==> config.mk <==
export PLATFORM = sky130hd
export DESIGN_NAME = open_addressing_hash_table_top
export DESIGN_NICKNAME = d
export VERILOG_FILES = /design/src/hdl/oah_pkg.sv /design/src/hdl/oah_div.sv /design/src/hdl/oah_store.sv /design/src/hdl/open_addressing_hash_table_top.sv
export SDC_FILE = /design/constraint.sdc
export NUM_CORES = 2
export LEC_CHECK = 0
export BUFFER_PORTS_ARGS = -buffer_cell sky130_fd_sc_hd__buf_2
export CORE_UTILIZATION = 28
export CTS_BUF_LIST = sky130_fd_sc_hd__clkbuf_16
export CTS_CLUSTER_DIAMETER = 60
export DETAILED_ROUTE_END_ITERATION = 8
export PLACE_DENSITY = 0.43
export SETUP_SLACK_MARGIN = 0.3
export SLEW_MARGIN = 20
export SYNTH_ARGS = -nofsm -noshare
export SYNTH_HDL_FRONTEND = slang
export SYNTH_HIERARCHICAL = 1
export SYNTH_SLANG_ARGS = --single-unit
==> constraint.sdc <==
create_clock -name i_clk -period 4.5 [get_ports i_clk]
set_clock_uncertainty 0.2 [all_clocks]
set_input_delay 0.45 -clock i_clk [delete_from_list [all_inputs] [get_ports i_clk]]
set_output_delay 0.45 -clock i_clk [all_outputs]
set_load 0.02 [all_outputs]
==> src/hdl/oah_pkg.sv <==
package oah_pkg;

    localparam int SLOT_COUNT = 64;
    localparam int SLOT_W     = $clog2(SLOT_COUNT);
    localparam int SIZE_W     = 7;
    localparam int KEY_W      = 31;
    localparam int CMD_W      = 2;
    localparam int STATUS_W   = 3;
    localparam int DIV_CNT_W  = $clog2(KEY_W);

    localparam logic [CMD_W-1:0] CMD_INSERT = 2'd0;
    localparam logic [CMD_W-1:0] CMD_DELETE = 2'd1;
    localparam logic [CMD_W-1:0] CMD_FIND   = 2'd2;

    localparam logic [STATUS_W-1:0] ST_INSERTED   = 3'd0;
    localparam logic [STATUS_W-1:0] ST_EXISTS     = 3'd1;
    localparam logic [STATUS_W-1:0] ST_FULL       = 3'd2;
    localparam logic [STATUS_W-1:0] ST_DELETED    = 3'd3;
    localparam logic [STATUS_W-1:0] ST_NOT_EXISTS = 3'd4;
    localparam logic [STATUS_W-1:0] ST_FOUND      = 3'd5;
    localparam logic [STATUS_W-1:0] ST_NOT_FOUND  = 3'd6;

    localparam logic [0:0] REG_PROBE_MODE = 1'b0;
    localparam logic [0:0] REG_TABLE_SIZE = 1'b1;

    typedef enum logic [1:0] {
        MARK_EMPTY = 2'd0,
        MARK_USED  = 2'd1,
        MARK_GONE  = 2'd2
    } t_mark;

    typedef struct packed {
        logic              mark_we;
        logic              key_we;
        logic [SLOT_W-1:0] addr;
        t_mark             mark;
        logic [KEY_W-1:0]  key;
    } t_store_wr;

endpackage

==> src/hdl/oah_div.sv <==
module oah_div (
    input  logic                                i_clk,
    input  logic                                i_rst_n,
    input  logic                                i_start,
    input  logic [oah_pkg::KEY_W-1:0]           i_dividend,
    input  logic [oah_pkg::SIZE_W-1:0]          i_divisor,
    output logic                                o_done,
    output logic [oah_pkg::SLOT_W-1:0]          o_rem
);

    logic                           r_run;
    logic                           r_done;
    logic [oah_pkg::DIV_CNT_W-1:0]  r_cnt;
    logic [oah_pkg::KEY_W-1:0]      r_dvd;
    logic [oah_pkg::SIZE_W-1:0]     r_dsr;
    logic [oah_pkg::SLOT_W-1:0]     r_rem;
    logic [oah_pkg::SLOT_W:0]       w_trial;
    logic [oah_pkg::SLOT_W:0]       w_diff;

    // one dividend bit per cycle is shifted into the remainder, MSB first
    assign w_trial = {r_rem, r_dvd[oah_pkg::KEY_W-1]};
    assign w_diff  = w_trial - (oah_pkg::SLOT_W+1)'(r_dsr);

    always_ff @(posedge i_clk) begin
        if (!i_rst_n) begin
            r_run  <= 1'b0;
            r_done <= 1'b0;
            r_cnt  <= '0;
        end else begin
            r_done <= 1'b0;
            if (i_start) begin
                r_run <= 1'b1;
                r_cnt <= '0;
            end else if (r_run) begin
                r_cnt <= r_cnt + 1'b1;
                if (r_cnt == oah_pkg::DIV_CNT_W'(oah_pkg::KEY_W - 1)) begin
                    r_run  <= 1'b0;
                    r_done <= 1'b1;
                end
            end
        end
    end

    always_ff @(posedge i_clk) begin
        if (i_start) begin
            r_dvd <= i_dividend;
            r_dsr <= i_divisor;
            r_rem <= '0;
        end else if (r_run) begin
            r_dvd <= {r_dvd[oah_pkg::KEY_W-2:0], 1'b0};
            if (w_trial >= (oah_pkg::SLOT_W+1)'(r_dsr)) begin
                r_rem <= w_diff[oah_pkg::SLOT_W-1:0];
            end else begin
                r_rem <= w_trial[oah_pkg::SLOT_W-1:0];
            end
        end
    end

    assign o_done = r_done;
    assign o_rem  = r_rem;

endmodule

==> src/hdl/oah_store.sv <==
module oah_store (
    input  logic                                i_clk,
    input  logic                                i_rst_n,
    input  logic [oah_pkg::SLOT_W-1:0]          i_rd_addr,
    input  oah_pkg::t_store_wr                  i_wr,
    output oah_pkg::t_mark                      o_rd_mark,
    output logic [oah_pkg::KEY_W-1:0]           o_rd_key
);

    logic [oah_pkg::KEY_W-1:0]   r_key_mem  [oah_pkg::SLOT_COUNT];
    oah_pkg::t_mark              r_mark_mem [oah_pkg::SLOT_COUNT];
    logic [oah_pkg::SLOT_COUNT-1:0] r_valid;
    logic                        r_rd_valid;
    oah_pkg::t_mark              r_rd_mark;
    logic [oah_pkg::KEY_W-1:0]   r_rd_key;

    always_ff @(posedge i_clk) begin
        if (!i_rst_n) begin
            r_valid <= '0;
        end else if (i_wr.mark_we) begin
            r_valid[i_wr.addr] <= 1'b1;
        end
    end

    always_ff @(posedge i_clk) begin
        if (i_wr.mark_we) begin
            r_mark_mem[i_wr.addr] <= i_wr.mark;
        end
        if (i_wr.key_we) begin
            r_key_mem[i_wr.addr] <= i_wr.key;
        end
        r_rd_valid <= r_valid[i_rd_addr];
        r_rd_mark  <= r_mark_mem[i_rd_addr];
        r_rd_key   <= r_key_mem[i_rd_addr];
    end

    // a slot never marked since reset reads as empty
    assign o_rd_mark = r_rd_valid ? r_rd_mark : oah_pkg::MARK_EMPTY;
    assign o_rd_key  = r_rd_key;

endmodule

==> src/hdl/open_addressing_hash_table_top.sv <==
// A command runs from accepted start to o_valid over P probes (1 to table size): the command
// is latched, the bit-serial key modulo is launched and run to take the home slot, then each
// probe reads the store and checks the slot, and last the result is issued.
// One command at a time: a start is taken only while idle; busy drops in the cycle of the result beat.
// The result beat is a one-cycle strobe on o_valid; the receiver cannot stall it.
// Reset (synchronous, active low) empties all slots, sets linear probing and size 64.
module open_addressing_hash_table_top (
    input  logic                                i_clk,
    input  logic                                i_rst_n,
    input  logic                                start,
    output logic                                busy,
    input  logic [oah_pkg::CMD_W-1:0]           i_command,
    input  logic [oah_pkg::KEY_W-1:0]           i_key,
    input  logic                                i_cfg_we,
    input  logic [0:0]                          i_cfg_idx,
    input  logic [oah_pkg::SIZE_W-1:0]          i_cfg_data,
    output logic                                o_valid,
    output logic [oah_pkg::STATUS_W-1:0]        o_status,
    output logic [oah_pkg::SLOT_W-1:0]          o_slot
);

    typedef enum logic [2:0] {
        S_IDLE,
        S_DIV,
        S_RD,
        S_EV,
        S_RES
    } t_state;

    t_state                          r_state, n_state;
    logic                            r_probe_mode;
    logic [oah_pkg::SIZE_W-1:0]      r_table_size;
    logic [oah_pkg::SIZE_W-1:0]      w_eff_size;

    logic [oah_pkg::CMD_W-1:0]       r_cmd, n_cmd;
    logic [oah_pkg::KEY_W-1:0]       r_key, n_key;
    logic [oah_pkg::SIZE_W-1:0]      r_size, n_size;
    logic                            r_mode, n_mode;
    logic [oah_pkg::SLOT_W-1:0]      r_j, n_j;
    logic [oah_pkg::SLOT_W-1:0]      r_d, n_d;
    logic [oah_pkg::SIZE_W-1:0]      r_k, n_k;
    logic                            r_hit, n_hit;
    logic [oah_pkg::SLOT_W-1:0]      r_where, n_where;
    logic                            r_free_ok, n_free_ok;
    logic [oah_pkg::SLOT_W-1:0]      r_free, n_free;
    logic                            r_out_valid, n_out_valid;
    logic [oah_pkg::STATUS_W-1:0]    r_status, n_status;
    logic [oah_pkg::SLOT_W-1:0]      r_slot, n_slot;

    logic                            w_div_start;
    logic                            w_div_done;
    logic [oah_pkg::SLOT_W-1:0]      w_home;
    oah_pkg::t_store_wr              w_wr;
    oah_pkg::t_mark                  w_rd_mark;
    logic [oah_pkg::KEY_W-1:0]       w_rd_key;

    logic [oah_pkg::SIZE_W-1:0]      w_j_sum;
    logic [oah_pkg::SIZE_W-1:0]      w_d_sum;
    logic [oah_pkg::SLOT_W-1:0]      w_j_next;
    logic [oah_pkg::SLOT_W-1:0]      w_d_next;
    logic [oah_pkg::SIZE_W-1:0]      w_k_inc;

    oah_div u_div (
        .i_clk      (i_clk),
        .i_rst_n    (i_rst_n),
        .i_start    (w_div_start),
        .i_dividend (r_key),
        .i_divisor  (r_size),
        .o_done     (w_div_done),
        .o_rem      (w_home)
    );

    oah_store u_store (
        .i_clk     (i_clk),
        .i_rst_n   (i_rst_n),
        .i_rd_addr (r_j),
        .i_wr      (w_wr),
        .o_rd_mark (w_rd_mark),
        .o_rd_key  (w_rd_key)
    );

    always_ff @(posedge i_clk) begin
        if (!i_rst_n) begin
            r_probe_mode <= 1'b0;
            r_table_size <= oah_pkg::SIZE_W'(oah_pkg::SLOT_COUNT);
        end else if (i_cfg_we) begin
            case (i_cfg_idx)
                oah_pkg::REG_PROBE_MODE: r_probe_mode <= i_cfg_data[0];
                oah_pkg::REG_TABLE_SIZE: r_table_size <= i_cfg_data;
                default: ;
            endcase
        end
    end

    always_comb begin
        if (r_table_size == '0) begin
            w_eff_size = oah_pkg::SIZE_W'(1);
        end else if (r_table_size > oah_pkg::SIZE_W'(oah_pkg::SLOT_COUNT)) begin
            w_eff_size = oah_pkg::SIZE_W'(oah_pkg::SLOT_COUNT);
        end else begin
            w_eff_size = r_table_size;
        end
    end

    // next probe slot: add the step (1, or 2k+1 for quadratic), wrap by one subtract
    assign w_j_sum  = oah_pkg::SIZE_W'(r_j) + (r_mode ? oah_pkg::SIZE_W'(r_d)
                                                       : oah_pkg::SIZE_W'(1));
    assign w_j_next = (w_j_sum >= r_size) ? oah_pkg::SLOT_W'(w_j_sum - r_size)
                                          : oah_pkg::SLOT_W'(w_j_sum);
    assign w_d_sum  = oah_pkg::SIZE_W'(r_d) + oah_pkg::SIZE_W'(2);
    assign w_d_next = (w_d_sum >= r_size) ? oah_pkg::SLOT_W'(w_d_sum - r_size)
                                          : oah_pkg::SLOT_W'(w_d_sum);
    assign w_k_inc  = r_k + 1'b1;

    always_comb begin
        n_state     = r_state;
        n_cmd       = r_cmd;
        n_key       = r_key;
        n_size      = r_size;
        n_mode      = r_mode;
        n_j         = r_j;
        n_d         = r_d;
        n_k         = r_k;
        n_hit       = r_hit;
        n_where     = r_where;
        n_free_ok   = r_free_ok;
        n_free      = r_free;
        n_out_valid = 1'b0;
        n_status    = r_status;
        n_slot      = r_slot;
        w_div_start = 1'b0;
        w_wr        = '0;
        w_wr.mark   = oah_pkg::MARK_EMPTY;

        case (r_state)
            S_IDLE: begin
                if (start) begin
                    n_cmd   = i_command;
                    n_key   = i_key;
                    n_size  = w_eff_size;
                    n_mode  = r_probe_mode;
                    n_state = S_DIV;
                end
            end
            S_DIV: begin
                // kick the divider on the first cycle here, wait for the home slot
                w_div_start = (r_k == oah_pkg::SIZE_W'(0)) && !r_hit;
                n_hit       = 1'b1;
                if (w_div_done) begin
                    n_j       = w_home;
                    n_d       = (r_size == oah_pkg::SIZE_W'(1)) ? '0 : oah_pkg::SLOT_W'(1);
                    n_k       = '0;
                    n_hit     = 1'b0;
                    n_free_ok = 1'b0;
                    n_state   = S_RD;
                end
            end
            S_RD: begin
                n_state = S_EV;
            end
            S_EV: begin
                if (w_rd_mark == oah_pkg::MARK_EMPTY) begin
                    if (!r_free_ok) begin
                        n_free_ok = 1'b1;
                        n_free    = r_j;
                    end
                    n_state = S_RES;
                end else if (w_rd_mark == oah_pkg::MARK_USED && w_rd_key == r_key) begin
                    n_hit   = 1'b1;
                    n_where = r_j;
                    n_state = S_RES;
                end else begin
                    if (w_rd_mark != oah_pkg::MARK_USED && !r_free_ok) begin
                        n_free_ok = 1'b1;
                        n_free    = r_j;
                    end
                    n_k = w_k_inc;
                    if (w_k_inc == r_size) begin
                        n_state = S_RES;
                    end else begin
                        n_j     = w_j_next;
                        n_d     = w_d_next;
                        n_state = S_RD;
                    end
                end
            end
            S_RES: begin
                n_out_valid = 1'b1;
                n_slot      = '0;
                case (r_cmd)
                    oah_pkg::CMD_INSERT: begin
                        if (r_hit) begin
                            n_status = oah_pkg::ST_EXISTS;
                            n_slot   = r_where;
                        end else if (r_free_ok) begin
                            w_wr.mark_we = 1'b1;
                            w_wr.key_we  = 1'b1;
                            w_wr.addr    = r_free;
                            w_wr.mark    = oah_pkg::MARK_USED;
                            w_wr.key     = r_key;
                            n_status     = oah_pkg::ST_INSERTED;
                            n_slot       = r_free;
                        end else begin
                            n_status = oah_pkg::ST_FULL;
                        end
                    end
                    oah_pkg::CMD_DELETE: begin
                        if (r_hit) begin
                            w_wr.mark_we = 1'b1;
                            w_wr.addr    = r_where;
                            w_wr.mark    = oah_pkg::MARK_GONE;
                            n_status     = oah_pkg::ST_DELETED;
                            n_slot       = r_where;
                        end else begin
                            n_status = oah_pkg::ST_NOT_EXISTS;
                        end
                    end
                    default: begin
                        if (r_hit) begin
                            n_status = oah_pkg::ST_FOUND;
                            n_slot   = r_where;
                        end else begin
                            n_status = oah_pkg::ST_NOT_FOUND;
                        end
                    end
                endcase
                n_hit   = 1'b0;
                n_k     = '0;
                n_state = S_IDLE;
            end
            default: begin
                n_state = S_IDLE;
            end
        endcase
    end

    always_ff @(posedge i_clk) begin
        if (!i_rst_n) begin
            r_state     <= S_IDLE;
            r_out_valid <= 1'b0;
            r_k         <= '0;
            r_hit       <= 1'b0;
            r_free_ok   <= 1'b0;
        end else begin
            r_state     <= n_state;
            r_out_valid <= n_out_valid;
            r_k         <= n_k;
            r_hit       <= n_hit;
            r_free_ok   <= n_free_ok;
        end
        r_cmd    <= n_cmd;
        r_key    <= n_key;
        r_size   <= n_size;
        r_mode   <= n_mode;
        r_j      <= n_j;
        r_d      <= n_d;
        r_where  <= n_where;
        r_free   <= n_free;
        r_status <= n_status;
        r_slot   <= n_slot;
    end

    assign busy     = (r_state != S_IDLE);
    assign o_valid  = r_out_valid;
    assign o_status = r_status;
    assign o_slot   = r_slot;

    a_valid_when_idle: assert property (@(posedge i_clk) disable iff (!i_rst_n)
        o_valid |-> !busy)
        else $error("result beat while busy");

    a_start_goes_busy: assert property (@(posedge i_clk) disable iff (!i_rst_n)
        (start && !busy) |=> busy)
        else $error("accepted command did not raise busy");

    a_probe_in_range: assert property (@(posedge i_clk) disable iff (!i_rst_n)
        (r_state == S_EV) |-> (r_k < r_size) && (oah_pkg::SIZE_W'(r_j) < r_size))
        else $error("probe outside table");

    a_miss_slot_zero: assert property (@(posedge i_clk) disable iff (!i_rst_n)
        (o_valid && (o_status == oah_pkg::ST_FULL || o_status == oah_pkg::ST_NOT_EXISTS
                     || o_status == oah_pkg::ST_NOT_FOUND)) |-> (o_slot == '0))
        else $error("miss reported with nonzero slot");

endmodule

# After elaboration in Yosys (flattened, before gate mapping)
# Memory sizes are Yosys's and may differ from the RTL's. A register that Yosys moved wholly into a read port is not among the register bits.
# Index checks and enable logic that the tools add are counted.
[totals]
regBits = 211
output_inout_bits = 11
n_memories = 2
wordCells = 171
mem_bits_rw = 2112
[memory_table]
columns = ["memory", "words", "width", "rd", "rd_clocked_by_memory_dff", "wr", "line_no", "rtl"]
rows = [
  ["u_store.r_key_mem", 64, 31, 1, 1, 1, "oah_store.sv:10", "logic [oah_pkg::KEY_W-1:0] r_key_mem [oah_pkg::SLOT_COUNT];"],
  ["u_store.r_mark_mem", 64, 2, 1, 1, 1, "oah_store.sv:11", "oah_pkg::t_mark r_mark_mem [oah_pkg::SLOT_COUNT];"],
]
[classes]
muxes = 74
addsub = 7
reduce_logical = 29
bitwise_logic = 5
n_lt_le_gt_ge = 7
n_eq_ne = 21
[ops]
columns = ["operator", "count"]
rows = [
  ["$mux 41", 3],
  ["$mux 6", 20],
  ["$mux 31", 3],
  ["$or 64x64->64", 1],
  ["$eq 31x31->1", 1],
  ["$mux 7", 4],
  ["$pmux 6 s2", 2],
  ["$mux 1", 22],
  ["$ge 7x7->1", 3],
  ["$pmux 7 s3", 1],
  ["$mux 3", 6],
  ["$sub 6x6->6", 3],
  ["$pmux 8 s2", 1],
  ["$logic_not 7->1", 2],
  ["$lt 6x7->1 const B", 2],
  ["$ne 2x2->1 const B", 7],
  ["$pmux 3 s4", 1],
  ["$reduce_and 4->1", 3],
  ["$mux 2", 4],
  ["$mux 8", 1],
  ["$reduce_and 2->1", 4],
  ["$add 6x2->7 const B", 1],
  ["$add 6x6->7", 1],
  ["$add 7x1->7 const B", 1],
  ["other kinds (28)", 46],
]

# Depth between registers and ports, before layout
[logic_depth]
ltp_word = 9
ltp_mapped = 14
ltp_nobuf = 14

# By module
# Netlist, hierarchy kept.
[modules_own_cells]
columns = ["module", "cells_per_inst", "area_each_um2", "instances", "seq_area_each_um2"]
rows = [
  ["oah_store", 3766, 83607.7, 1, 65382.7],
  ["open_addressing_hash_table_top", 515, 5385.2, 1, 2642.5],
  ["oah_div", 182, 2394.8, 1, 1401.3],
]

# Worst setup path before layout
# Ideal clock, no wire load.
[synth_path]
path_type = "reg-to-reg"
from = "register r_hit"
to = "memory u_store/r_key_mem[16][0] in the netlist's numbering (enable)"
path_buffers = 4
path_stages_with_launch = 12
t_arrival_ns = 3.899
synth_period_minus_slack_ns = 4.518
path_slack_ns = -0.018
path_cell_list = "dfxtp_1 clkbuf_1 nor4b_1 clkbuf_1 nand2_1 a21oi_1 clkbuf_1 or3b_2 clkbuf_1 inv_1 nand2_1 nor2_1"
[synth_lines]
columns = ["item", "line_no", "rtl"]
rows = [
  ["start: declaration", "open_addressing_hash_table_top.sv:42", "logic r_hit, n_hit;"],
  ["start signal: assignment", "open_addressing_hash_table_top.sv:248", "r_hit <= n_hit;"],
  ["end: declaration", "oah_store.sv:10", ""],
]

==> impl_results.md <==
* Antenna Nets Post-Route at 0
* CP Data Required Time at around 4.8 ns
* Placed cell count at roughly 8900
* Synth cell count leaders: edfxtp_1 (2224), mux4_2 (519), nor2_1 (203), o22ai_1 (134), dfxtp_1 (132)
* WHS Endpoint: r_key[4]
* Final Setup Violations at 0
* Clock sink count at between 2000 and 2500
* Register Area at around 69000 um^2
* Setup ws final at about 0.54 ns
* Syn Std Cell Area at slightly above 90000 um^2
* Initial antenna violation count at 26
* Pwr Total at about 0.045 W
* WS Path Type: reg -> reg
* Final Cell Area at around 110000 um^2
* Seq/Total Area, Yosys at 0.760
* FF+latch count, synth at between 2000 and 2500
* Status: complete, but fails checks
* Post-synth EDFFs at about 2200
* Violated checks: design-rule violations
* DR iter-0 viols at 4569
* DIE HEIGHT at about 570 um
* Clock buffer depth at 4
* H-tree level count at 5
* Flop pwr share at 0.524
* Syn Inst Count at approximately 4500
* Post-synthesis simple-gate area fraction at 0.0288
* DR WL/cell at between 20 and 30 um
* Average size of a mapped cell at 20.5 um^2
* Final wirelength at roughly 270 mm
* Share of the synthesized area in the top cell type at 0.731
* NetSw at just over 0.009 W
* First-pass GRT wire length at between 300 and 400 mm
* Slew Viols, Final at 0
* Global route overflow at 0
* Area Overhead vs Synth at 19.0%
* Xor and xnor area share after synthesis at 0.00565
* Fin. Hold Viols at 0
* Leakage power at around 40 nW
* Worst Setup Start Kind: register
* Placed cell areas at between 90000 and 100000 um^2
* Main combinational cell family by area after synthesis: multiplexers
* Share of cells above drive strength 1 at 0.281
* Vias in the first global route at about 47000
* Core area at 325000 um^2
* Synth area leader: edfxtp_1
* Largest net degree at the start of global routing at 100
* Count of different cell masters after synthesis at between 70 and 80
* Pwr dens at roughly 420 nW/um^2
* # fillers at between 30000 and 40000
* FFs w/ async S/R, synth at 0
* Vias at 46100
* Synth Area in Adders at 0.00539
* Comb pwr share at 0.010
* Site Rows at approximately 210
* Switch share at 0.202
* Area contributors post-synth: edfxtp_1 (73%), mux4_2 (13%), dfxtp_1 (2.9%)
* RSZ-0062 raised after global routing: false
* Resized cells post-CTS at 0
* Post-synthesis mux area share at 0.148
* Commonest register cell after synthesis: edfxtp_1
* FF-to-FF End: u_store/r_key_mem[17][2]
* Final layout net count at ~5000
* HP Start: i_key[4]
* HP Class: in -> reg
* DR pass1 iterations at 7
* Worst Tran Pin Value at roughly 1 ns
* Count leader, synth: edfxtp_1
* FF-to-FF Start: r_state[0]
* Clock root buffer: clkbuf_16
* VDD IR max at ~0.27 mV
* Compound-Gate Fraction of Synth Area at 0.0375
* Min cycle time layout at 3.96 ns
* R2R cell count at 9
* CTS tree: built
* Setup TNS at 0 ns
* Yosys warning total at 6
* Clk pwr share at 0.466
* Chip width at 573 um
* Inserted Clock Buffers at ~270
* Synth Net Count at 4545
* Max_slew headroom at 0.333
* # DRC at 32
* Worst skew pair latency at 0.86 ns
* Worst setup EP type: register
* Internal cell power at ~0.036 W
* Vias/cell at 4.88
* Die area at 329000 um^2
* Count of max-cap constraint violations at 0
* WHS Path Cells at 2
* I/O Pins at 56
* Multi-input logic area at around 21000 um^2
* Final non-filler cell total at between 9000 and 10000
* Fmax at 0.252 GHz
* Post-CTS setup repair buffer count at 0
* Max FO, Critical Path at 26
* R2R Setup Slk at around 0.54 ns
* Arrival time at the worst endpoint at about 4.2 ns
* Gr usage total at 0.163
* Port Buffers at 55
* Clock transition at path regs at approximately 0.06 ns
* Fin crit share at 0.880
* Pre-CTS worst setup slack at ~0.57 ns
* Post-DP HPWL at around 170 mm
* Global placement routability congestion at between 0.8 and 0.9
* Initial cell density of the core at 0.282
-- stage by stage --
step / utilization / hold WS (ns)
2_1_floorplan: - / 0.208
3_3_place_gp: 0.307 / 0.242
3_5_place_dp: 0.307 / 0.250
4_1_cts: 0.335 / 0.0625
5_1_grt: 0.335 / 0.0833
6_report: 0.335 / 0.131
-- critical path, stage by stage (launching register included) --
cell and delay (ns):
dfxtp_1 0.40, nor2_1 0.16, buf_4 0.15, nand2_1 0.16, buf_4 0.21, nor3_1 0.45
buf_4 0.25, or3b_2 0.82, nor2_4 0.32, buf_4 0.43
-- repair_timing --
item / in CTS / in global routing
hold buffers: 59 / 0
endpoints found under the setup margin: 0 / 0
endpoints found under the hold margin: 43 / 0
-- worst max path at each step --
stage                          start                   endpoint  cells after the start
final                     r_state[0]   u_store/r_key_mem[17][2]                      9
after global placement    r_state[1]  u_store/r_key_mem[17][10]                     10
after CTS                 r_state[0]   u_store/r_key_mem[17][2]                      9
after floorplan                r_hit   u_store/r_key_mem[16][0]                     11
after detailed placement  r_state[1]  u_store/r_key_mem[17][12]                     10
after global routing      r_state[0]  u_store/r_mark_mem[17][0]                     10
-- cell families (layout without fill, tap and decap cells) --
| group | Yosys count | after routing |
|---|---|---|
| buf+inv | 286 | 931 |
| fa+ha+maj | 37 | 37 |
| simple gates | 536 | 536 |
| mux | 691 | 691 |
| flops | 2356 | 2356 |
| compound gates | 498 | 498 |
| xor+xnor | 59 | 59 |
| other cells | 0 | 5 |
-- per-layer routing --
metal  global-route usage  wire, um  vias to the layer above  share of wire
met5                    0         0                        -              0
met4               0.0391      6300                        0          0.023
met3               0.0327     16400                      311          0.060
met2                0.264    130000                     1313           0.48
met1                0.224    120000                    25000           0.44
li1                     -         -                    19500              -
-- power by group through the flow --
stage          Combinational (W)  Clock [W]  Sequential, W
2_1_floorplan           0.000317          0         0.0242
4_1_cts                 0.000471     0.0217         0.0238
6_report                0.000467     0.0212         0.0238
5_1_grt                 0.000519     0.0224         0.0238
3_3_place_gp            0.000427          0         0.0243
3_5_place_dp            0.000428          0         0.0243
-- registers in the layout, summed over array words and instances (netlist names), 2 cells and up --
| signal | flops |
|---|---|
| o_slot | 6 |
| o_status | 3 |
| r_cmd | 2 |
| r_d | 6 |
| r_free | 6 |
| r_j | 6 |
| r_k | 7 |
| r_key | 31 |
| r_size | 7 |
| r_state | 3 |
| r_table_size | 7 |
| r_where | 6 |
| u_div/o_rem | 6 |
| u_div/r_cnt | 5 |
| u_div/r_dsr | 7 |
| u_div/r_dvd | 31 |
| u_store/o_rd_key | 31 |
| u_store/r_key_mem | 1984 |
| u_store/r_mark_mem | 128 |
| u_store/r_rd_mark | 2 |
| u_store/r_valid | 64 |
-- layout by cell type, fill, tap and decap left out, types with 19 or more instances in the layout --
cell / netlist / layout
edfxtp_1: 2224 / 2224
mux4_2: 519 / 519
clkbuf_16: 0 / 282
buf_4: 52 / 223
nor2_1: 203 / 138
o22ai_1: 134 / 134
dfxtp_1: 132 / 132
inv_1: 42 / 102
mux2i_1: 97 / 97
nand2_1: 86 / 86
buf_12: 0 / 81
mux2_2: 75 / 75
o21a_1: 73 / 73
a21oi_1: 71 / 71
nor2_4: 0 / 65
dlygate4sd3_1: 0 / 59
clkinv_1: 1 / 58
buf_2: 71 / 55
xnor2_1: 46 / 46
o21ai_0: 42 / 42
ha_1: 33 / 33
nor2b_1: 32 / 32
and3_2: 0 / 32
o221ai_1: 30 / 30
clkinv_2: 0 / 30
nor3_1: 29 / 28
nor4_1: 32 / 28
a211oi_1: 25 / 24
nand4_1: 22 / 22
o211ai_1: 22 / 22
nand3_1: 21 / 21
nand2b_1: 20 / 19
-- cell type report --
type | count | area share
antenna | 5 | 0.000115
clock buffer | 282 | 0.0649
clock inverter | 188 | 0.0126
inverter | 43 | 0.00148
multi-input combinational | 1821 | 0.194
sequential | 2356 | 0.638
tap | 4325 | 0.0498
timing repair buffer | 418 | 0.0383
Power figures use the tool's default switching activity.
